### src/rtl/alc_ram.sv
`timescale 1ns / 1ps

module alc_ram #(
    parameter int WIDTH = 32,
    parameter int DEPTH = 128
) (
    input  logic                     clk,
    input  logic                     wr_en,
    input  logic [$clog2(DEPTH)-1:0] wr_addr,
    input  logic [WIDTH-1:0]         wr_data,
    input  logic [$clog2(DEPTH)-1:0] rd_addr,
    output logic [WIDTH-1:0]         rd_data
);

    logic [WIDTH-1:0] mem [DEPTH];
    logic [WIDTH-1:0] rd_data_reg;

    always_ff @(posedge clk)
    begin
        if (wr_en)
        begin
            mem[wr_addr] <= wr_data;
        end
        rd_data_reg <= mem[rd_addr];
    end

    assign rd_data = rd_data_reg;

endmodule

### config.mk
export PLATFORM = sky130hd
export DESIGN_NAME = alc_ram
export DESIGN_NICKNAME = d
export VERILOG_FILES = /design/src/rtl/alc_ram.sv
export SDC_FILE = /design/constraint.sdc
export NUM_CORES = 2
export LEC_CHECK = 0
export BUFFER_PORTS_ARGS = -buffer_cell sky130_fd_sc_hd__buf_2
export CAP_MARGIN = 25
export CORE_MARGIN = 3
export CORE_UTILIZATION = 40
export DETAILED_ROUTE_END_ITERATION = 8
export PLACE_DENSITY_LB_ADDON = 0.12
export SLEW_MARGIN = 25
export SYNTH_ARGS = -nofsm -noshare
export SYNTH_HDL_FRONTEND = slang
export SYNTH_SLANG_ARGS = --single-unit
### constraint.sdc
create_clock -name clk -period 7.8 [get_ports clk]
set_input_delay 0 -clock clk [delete_from_list [all_inputs] [get_ports clk]]
set_output_delay 0 -clock clk [all_outputs]
set_load 0.005 [all_outputs]
==> flow_summary_export.csv <==
group,metric,value,unit
cts,clock_latency,960,ps
floorplan,core-area,387400,um^2
placed_design,placed_cells,11145,
placed_design,portBuffers,79,
global_route,grt_pass1_vias,72651,
floorplan,dieArea,398200,um^2
timing,hold_viol_final,0,
yosys,netlist.area_leader.share,78.71,%
timing,skew,44.00,ps
global_route,grtUsageTotal,22.76,%
floorplan,die_w,631.1,um
yosys,synthTopCellsByCount,"edfxtp_1, mux4_2, clkbuf_1",
cts,postCtsSetupBuffers,0,
worst_setup_path,max_stage_delay,710,ps
yosys,ys_warn_count,0,
cells_and_area,largest_reg_flops,4096,
placed_design,dpl.hpwl,245.3,mm
global_route,antenna_found_initial,74,
cells_and_area,final_cell_count_no_fill,12021,
worst_setup_path,worstPathCellList,"buf_12 > buf_12 > mux4_2 > mux4_2 > mux4_2 > mux2_2",
yosys,ys_ff_latch,4128,
timing,max_freq,0.3230,GHz
yosys,syn_inst,5990,
outcome,outcome,"complete, no violations",
floorplan,rows,228,
floorplan,fp.dieH,631.1,um
cells_and_area,layout.nets,6491,
timing,drv_slew,0,
timing,relSlewSlack,26.95,%
timing,worstMarginPinSlew,1096,ps
yosys,synth_nets,6038,
cells_and_area,syn2layout_area_growth,14.48,%
cts,htreeDepth,5,
detailed_routing,ant_nets,0,
power,p_leak,54.32,nW
detailed_routing,wl,453.5,mm
worst_setup_path,critical_path_required,8650,ps
cells_and_area,drive_above_1_share,35.18,%
global_route,grt_pass1_wl,620.2,mm
worst_setup_path,crit_arrival,3940,ps
detailed_routing,viasPerCell,5.872,
cts,numCtsBuffers,429,
worst_setup_path,cp_slowest_cell,"mux4_2",
yosys,dominantRegCellSynth,"edfxtp_1",
power,power_density,262.1,nW/um^2
detailed_routing,drc,0,
yosys,ys_seq_area_share,79.12,%
cts,cts_tree,"yes",
hold_path,min_path_type,"in -> reg",
timing,tns,0,ps
cts,ctsResizeCount,0,
detailed_routing,vias,70589,
detailed_routing,dr.pass1.iters,6,
worst_setup_path,crit_fanout,80,
timing,min_period,3096,ps
timing,rsz0062_at_grt,"false",
yosys,synth_edf_count,4096,
yosys,yosysTopAreaCell,"edfxtp_1",
yosys,synthTopCellsByArea,"edfxtp_1, mux4_2, clkbuf_1, dfxtp_1, nor2_1",
yosys,avgSynthCellArea,26.09,um^2
placed_design,gp_congestion,0.7968,
yosys,netlist_area,156300,um^2
cells_and_area,finish.utilization,46.18,%
worst_setup_path,critical_path.startpoint_type,"primary input",
floorplan,ios,80,
cts,clkSinkCount,4128,
floorplan,initial_utilization,40.34,%
power,peakVddDrop,0.2228,mV
global_route,grt_max_degree,133,
job,maxCapViolCount,0,
timing,setup_viol,0,
timing,period_share,39.69,%
cts,cts_buffer_depth,4,
worst_setup_path,worstSetupEndpointType,"register",
global_route,grt_overflow,0,
yosys,synthMostInstantiatedCell,"edfxtp_1",
yosys,ys_types,17,
detailed_routing,drtIter0Drc,8907,
yosys,synth-async-reset-ratio,0,%
worst_setup_path,crit_top_cell,"mux4_2",
cells_and_area,fillers,31955,
detailed_routing,wl_per_cell,37.73,um
cts,clkTransAtPathRegs,60,ps
cts,cts-root-buf,"clkbuf_16",
worst_setup_path,worst-setup-path-type,"in -> reg",
power,finalPower,46.89,mW
==> logic make-up (layout without fill, tap and decap cells) <==
group	after synthesis	count (layout)	share of synthesized area, %
mux	1376	1376	19.60
simple gates	170	170	0.4460
buf+inv	316	1129	0.8391
other cells	0	43	0
flops	4128	4128	79.12
==> final timing paths <==
check	endpoint	slack (ps)	from	cells after the start
worst max-delay path	rd_data[19]	4700	rd_addr[0]	6
worst min register to register	rd_data[11]	1160	mem[20][11]	4
worst min-delay path	rd_data[18]	90	rd_addr[3]	3
worst max register to register	rd_data[15]	5110	mem[55][15]	4
==> placed cells by master (no fill, tap or decap) <==
cell	n
nand2_2	3
nor3_2	9
dlygate4sd3_1	41
clkinvlp_4	6
nand2_1	11
buf_4	227
clkbuf_1	112
mux2_2	32
clkinv_8	6
nor2_4	119
nor2_1	3
clkbuf_16	440
buf_8	3
buf_12	22
buf_6	5
nand2b_1	2
mux4_2	1344
clkinv_2	79
bufinv_16	29
inv_6	7
edfxtp_1	4096
dfxtp_1	32
clkinv_1	94
nor2b_1	7
clkinv_16	1
nand4_1	3
inv_16	2
buf_2	40
nand3_1	8
nand3_2	4
clkbuf_8	15
or3_1	1
diode_2	43
==> area by class of cell <==
class	instances	area, um^2	share of cell area, %
Sequential cell	4128	123600	69.11
Multi-Input combinational cell	1546	32290	18.05
Clock buffer	567	11640	6.505
Tap cell	5175	6475	3.619
Timing Repair Buffer	338	2856	1.597
Clock inverter	224	1893	1.058
Antenna cell	43	107.6	0.06015
==> repair_timing <==
action,CTS,global route
setup endpoints to repair,0,0
hold buffers,41,0
endpoints found under the hold margin,1928,0
==> worst max-delay path: cells and delay by family <==
family	cells	cell delay (ps)
multiplexers	4	2320
buffers and inverters	2	990
==> power breakdown <==
part           leakage [nW]  switching (mW)  internal (mW)
Combinational          10.6            1.58          0.895
Clock                  6.63            8.40           11.4
Sequential             37.1           0.102           24.5
Total                  54.3            10.1           36.8
==> metrics by stage <==
step                cell area (um^2)  setup WS, ps  hold slack, ps
finish                        178900          4704           85.79
global route                  178900          4652           72.48
CTS                           178800          4599           13.37
detailed placement            164800          3549           443.9
global placement              164800          3589           457.7
floorplan                     156300          4561           98.87
==> routing by layer <==
layer  GRT usage [%]  vias to the layer above  share of wire [%]  wire length, um
li1                -                    27418                  -                -
met4           6.067                       16                2.7            12200
met5               0                        -              0.023              104
met1           31.59                    40019                 41           185400
met2           38.01                     2565                 50           226800
met3           3.190                      571                6.4            28940
Note: power is estimated with default switching activity, not from simulation.
