===== src/rtl/alc_pkg.sv =====
`timescale 1ns / 1ps

package alc_pkg;

    localparam int KIND_W   = 8;
    localparam int MAC_W    = 48;
    localparam int ADDR_W   = 32;
    localparam int STATUS_W = 2;
    localparam int REPLY_W  = 3;
    localparam int CFG_IDX_W = 2;

    localparam logic [KIND_W-1:0] KIND_DISCOVER = 8'd1;
    localparam logic [KIND_W-1:0] KIND_REQUEST  = 8'd3;

    localparam logic [REPLY_W-1:0] REPLY_NONE  = 3'd0;
    localparam logic [REPLY_W-1:0] REPLY_OFFER = 3'd2;
    localparam logic [REPLY_W-1:0] REPLY_ACK   = 3'd5;

    localparam logic [STATUS_W-1:0] ST_GRANTED   = 2'd0;
    localparam logic [STATUS_W-1:0] ST_IGNORED   = 2'd1;
    localparam logic [STATUS_W-1:0] ST_EXHAUSTED = 2'd2;
    localparam logic [STATUS_W-1:0] ST_FULL      = 2'd3;

    localparam logic [CFG_IDX_W-1:0] CFG_POOL_FIRST = 2'd0;
    localparam logic [CFG_IDX_W-1:0] CFG_POOL_LAST  = 2'd1;

    localparam logic [ADDR_W-1:0] POOL_FIRST_RESET = 32'd3232235876;
    localparam logic [ADDR_W-1:0] POOL_LAST_RESET  = 32'd3232236000;

    typedef enum logic [1:0] {
        S_IDLE,
        S_OWN,
        S_CAND
    } alc_state_t;

    typedef enum logic {
        CMP_OWNER,
        CMP_ADDR
    } cmp_sel_t;

endpackage


===== src/rtl/alc_cmp_unit.sv =====
`timescale 1ns / 1ps

module alc_cmp_unit
    import alc_pkg::*;
(
    input  cmp_sel_t          sel,
    input  logic [MAC_W-1:0]  owner_data,
    input  logic [ADDR_W-1:0] addr_data,
    input  logic [MAC_W-1:0]  mac,
    input  logic [ADDR_W-1:0] cand,
    output logic              eq
);

    logic [MAC_W-1:0] op_a;
    logic [MAC_W-1:0] op_b;

    always_comb
    begin
        unique case (sel)
            CMP_OWNER:
            begin
                op_a = owner_data;
                op_b = mac;
            end
            CMP_ADDR:
            begin
                op_a = {{(MAC_W-ADDR_W){1'b0}}, addr_data};
                op_b = {{(MAC_W-ADDR_W){1'b0}}, cand};
            end
            default:
            begin
                op_a = owner_data;
                op_b = mac;
            end
        endcase
    end

    assign eq = (op_a == op_b);

endmodule


===== config.mk =====
export PLATFORM = sky130hd
export DESIGN_NAME = alc_cmp_unit
export DESIGN_NICKNAME = d
export VERILOG_FILES = /design/src/rtl/alc_pkg.sv /design/src/rtl/alc_cmp_unit.sv
export SDC_FILE = /design/constraint.sdc
export NUM_CORES = 1
export LEC_CHECK = 0
export BUFFER_PORTS_ARGS = -buffer_cell sky130_fd_sc_hd__buf_2
export CAP_MARGIN = 10
export CORE_AREA = 2 2 63 65
export DETAILED_ROUTE_END_ITERATION = 7
export DIE_AREA = 0 0 65 67
export PLACE_DENSITY = 0.88
export SLEW_MARGIN = 10
export SYNTH_ARGS = -nofsm -noshare
export SYNTH_HDL_FRONTEND = slang
export SYNTH_SLANG_ARGS = --single-unit

===== constraint.sdc =====
create_clock -name vclk -period 3.7
set_input_delay 0.74 -clock vclk [all_inputs]
set_output_delay 0.74 -clock vclk [all_outputs]
set_load 0.01 [all_outputs]

==> run_results.csv <==
group,metric,value,unit
clock_network,postCtsSetupBuffers,0,
global_route,grtUsageTotal,14.0,%
die,fp.dieH,67,um
worst_setup_path,critPathLaunchType,"input pin",
worst_setup_path,crit_type,"in -> out",
yosys,muxShareOfSynthArea,0,%
pwr,leakagePower,0.937,nW
yosys,synth_compound_area_share,4.20,%
detailed_routing,avgViaCountPerCell,4.25,
pwr,cellPowerDensity,99.6,nW/um^2
timing,fin_ws,0.882,ns
detailed_routing,antenna_left,0,
global_route,antenna_found_initial,0,
placement,dp_hpwl,3.32,mm
timing,fin_crit_sh,76.2,%
placement,globalplace.congestion,0.771,
pwr,p_comb_share,100.0,%
detailed_routing,drt_iter0_markers,8,
yosys,synth-simple-area-share,18.6,%
timing,fmax,0.355,GHz
worst_setup_path,cp_cell_sequence,"buf_2 -> xor2_1 -> nor4_1 -> nand4_1 -> or3_1 -> o21ai_2 -> buf_2",
timing,final-hold-violation-count,0,
yosys,synthAdderAreaFrac,0,%
yosys,synth_top_family_by_area,"XOR/XNOR gates",
die,initial_utilization,24.8,%
layout,fin_nets,436,
worst_setup_path,crit_slowest_cell,"or3_1",
global_route,grt_pass1_wl,4.93,mm
worst_setup_path,crit_buf_inv,2,
worst_setup_path,path_max_fanout,1,
die,num_rows,22,
yosys,ys_types,15,
timing,period_needed,2.82,ns
die,fp.dieW,65,um
placement,dpl-instance-area,1770,um^2
hold_path,hold_path_class,"in -> out",
detailed_routing,dr_total_vias,1364,
yosys,yosysWarnings,0,
layout,nFlopsAndLatches,0,
yosys,synth_xor_area_share,76.4,%
yosys,synth.yosys.seq_area_share,0,%
pwr,p_sw,68.5,uW
die,die_area,4360,um^2
worst_setup_path,critical_path.most_common_cell,"buf_2",
pwr,switching_share,39.0,%
layout,layout-drive-gt1-share,60.1,%
detailed_routing,wl_per_cell,10.7,um
hold_path,hold_depth,5,
timing,setup_tns,0,ns
worst_setup_path,cp_top_family,"simple AND/OR/NAND/NOR gates",
yosys,avgSynthCellArea,8.06,um^2
layout,antenna_cells,0,
yosys,syn_area,895,um^2
global_route,grt_pass1_vias,1331,
worst_setup_path,cp-end-kind,"output pin",
pwr,p_seq_share,0,%
detailed_routing,drc_errors,0,
yosys,synthCells,111,
placement,dp_slack,0.858,ns
layout,synthToLayoutAreaGrowth,97.3,%
global_route,grt_max_degree,3,
worst_setup_path,slowest_delay,0.42,ns
timing,rsz0062_at_grt,"false",
yosys,syn_nets,272,
status,status,"finished, final reports clean",
layout,final_area,1770,um^2
worst_setup_path,path_depth,7,
die,coreArea,3610,um^2
worst_setup_path,required,2.96,ns
pwr,p_int,107,uW
timing,drv_slew,0,
placement,buffer_ports.inserted,162,
layout,seq_area,0,um^2
clock_network,cts_hold_repair.buffers,0,
timing,worst-slew-pin-transition,0.332,ns
clock_network,ctsResizeCount,0,
worst_setup_path,arrival,2.08,ns
layout,clkbuf_count,0,
timing,slew-limit-headroom,77.3,%
timing,setup_viol_count_final,0,
global_route,grt_overflow_total,0,
job,maxCapViolCount,0,
pwr,clkPwrFrac,0,%
detailed_routing,drt-pass1-iter-count,2,
detailed_routing,wl,3.45,mm
pwr,ir_worst_vdd,0.0000540,V
die,io_pins,162,
==> worst min-delay path, cell delays in order <==
cell and delay (ns):
buf_2 0.09, a2111oi_0 0.05, nand3_1 0.08, o21ai_2 0.05, buf_2 0.13
==> per-stage QoR <==
stage | cells | hold slack [ns] | total power, mW | util [%]
floorplan | 111 | 1.65 | 0.0701 | -
global placement | 321 | 1.90 | 0.172 | 49.0
detailed placement | 321 | 1.90 | 0.177 | 49.0
CTS | 321 | 1.90 | 0.178 | 49.0
global route | 321 | 1.93 | 0.195 | 49.0
finish | 321 | 1.88 | 0.176 | 49.0
==> cell type report <==
class                           count  area [um^2]
Fill cell                         365         1840
Inverter                            2         7.51
Multi-Input combinational cell    109          887
Tap cell                           48         60.1
Timing Repair Buffer              162          811
==> synthesized netlist by cell type <==
cell	instances	area share [%]
a2111o_1	1	1.3
a2111oi_0	1	0.98
clkinv_1	1	0.42
inv_1	1	0.42
nand2_1	1	0.42
nand3_1	3	1.7
nand4_1	8	5.6
nor3_1	2	1.1
nor4_1	11	7.7
nor4_2	1	1.4
o21ai_2	1	0.98
o221ai_1	1	0.98
or3_1	1	0.70
xnor2_1	28	27
xor2_1	50	49
==> worst paths after layout <==
kind              end     startpoint  slack, ns
setup / recovery   eq  addr_data[10]       0.88
hold / removal     eq            sel       1.88
==> kinds of logic after synthesis <==
kind of cell | after synthesis
AND/OR/NAND/NOR | 27
buffers and inverters | 2
AO/OA/AOI/OAI | 4
XOR/XNOR | 78
==> cells in the final DEF, fill, tap and decap left out, drive strengths merged <==
cell / n
a2111o: 1
a2111oi: 1
buf: 162
clkinv: 1
inv: 1
nand2: 1
nand3: 3
nand4: 8
nor3: 2
nor4: 12
o21ai: 1
o221ai: 1
or3: 1
xnor2: 28
xor2: 50
==> power groups by stage <==
stage	registers [mW]	clock network (mW)	logic (mW)
final	0	0	0.176
after global placement	0	0	0.172
after CTS	0	0	0.178
after global routing	0	0	0.195
after detailed placement	0	0	0.177
after floorplan	0	0	0.0701
==> per-layer routing <==
metal / vias to the layer above / track usage, % / part of all wire, %
met5: - / 0 / 0
met4: 0 / 0.532 / 0.35
met3: 2 / 1.18 / 8.7
met2: 71 / 32.0 / 58
met1: 580 / 13.6 / 33
li1: 711 / - / -
(Power assumes the default switching activity.)
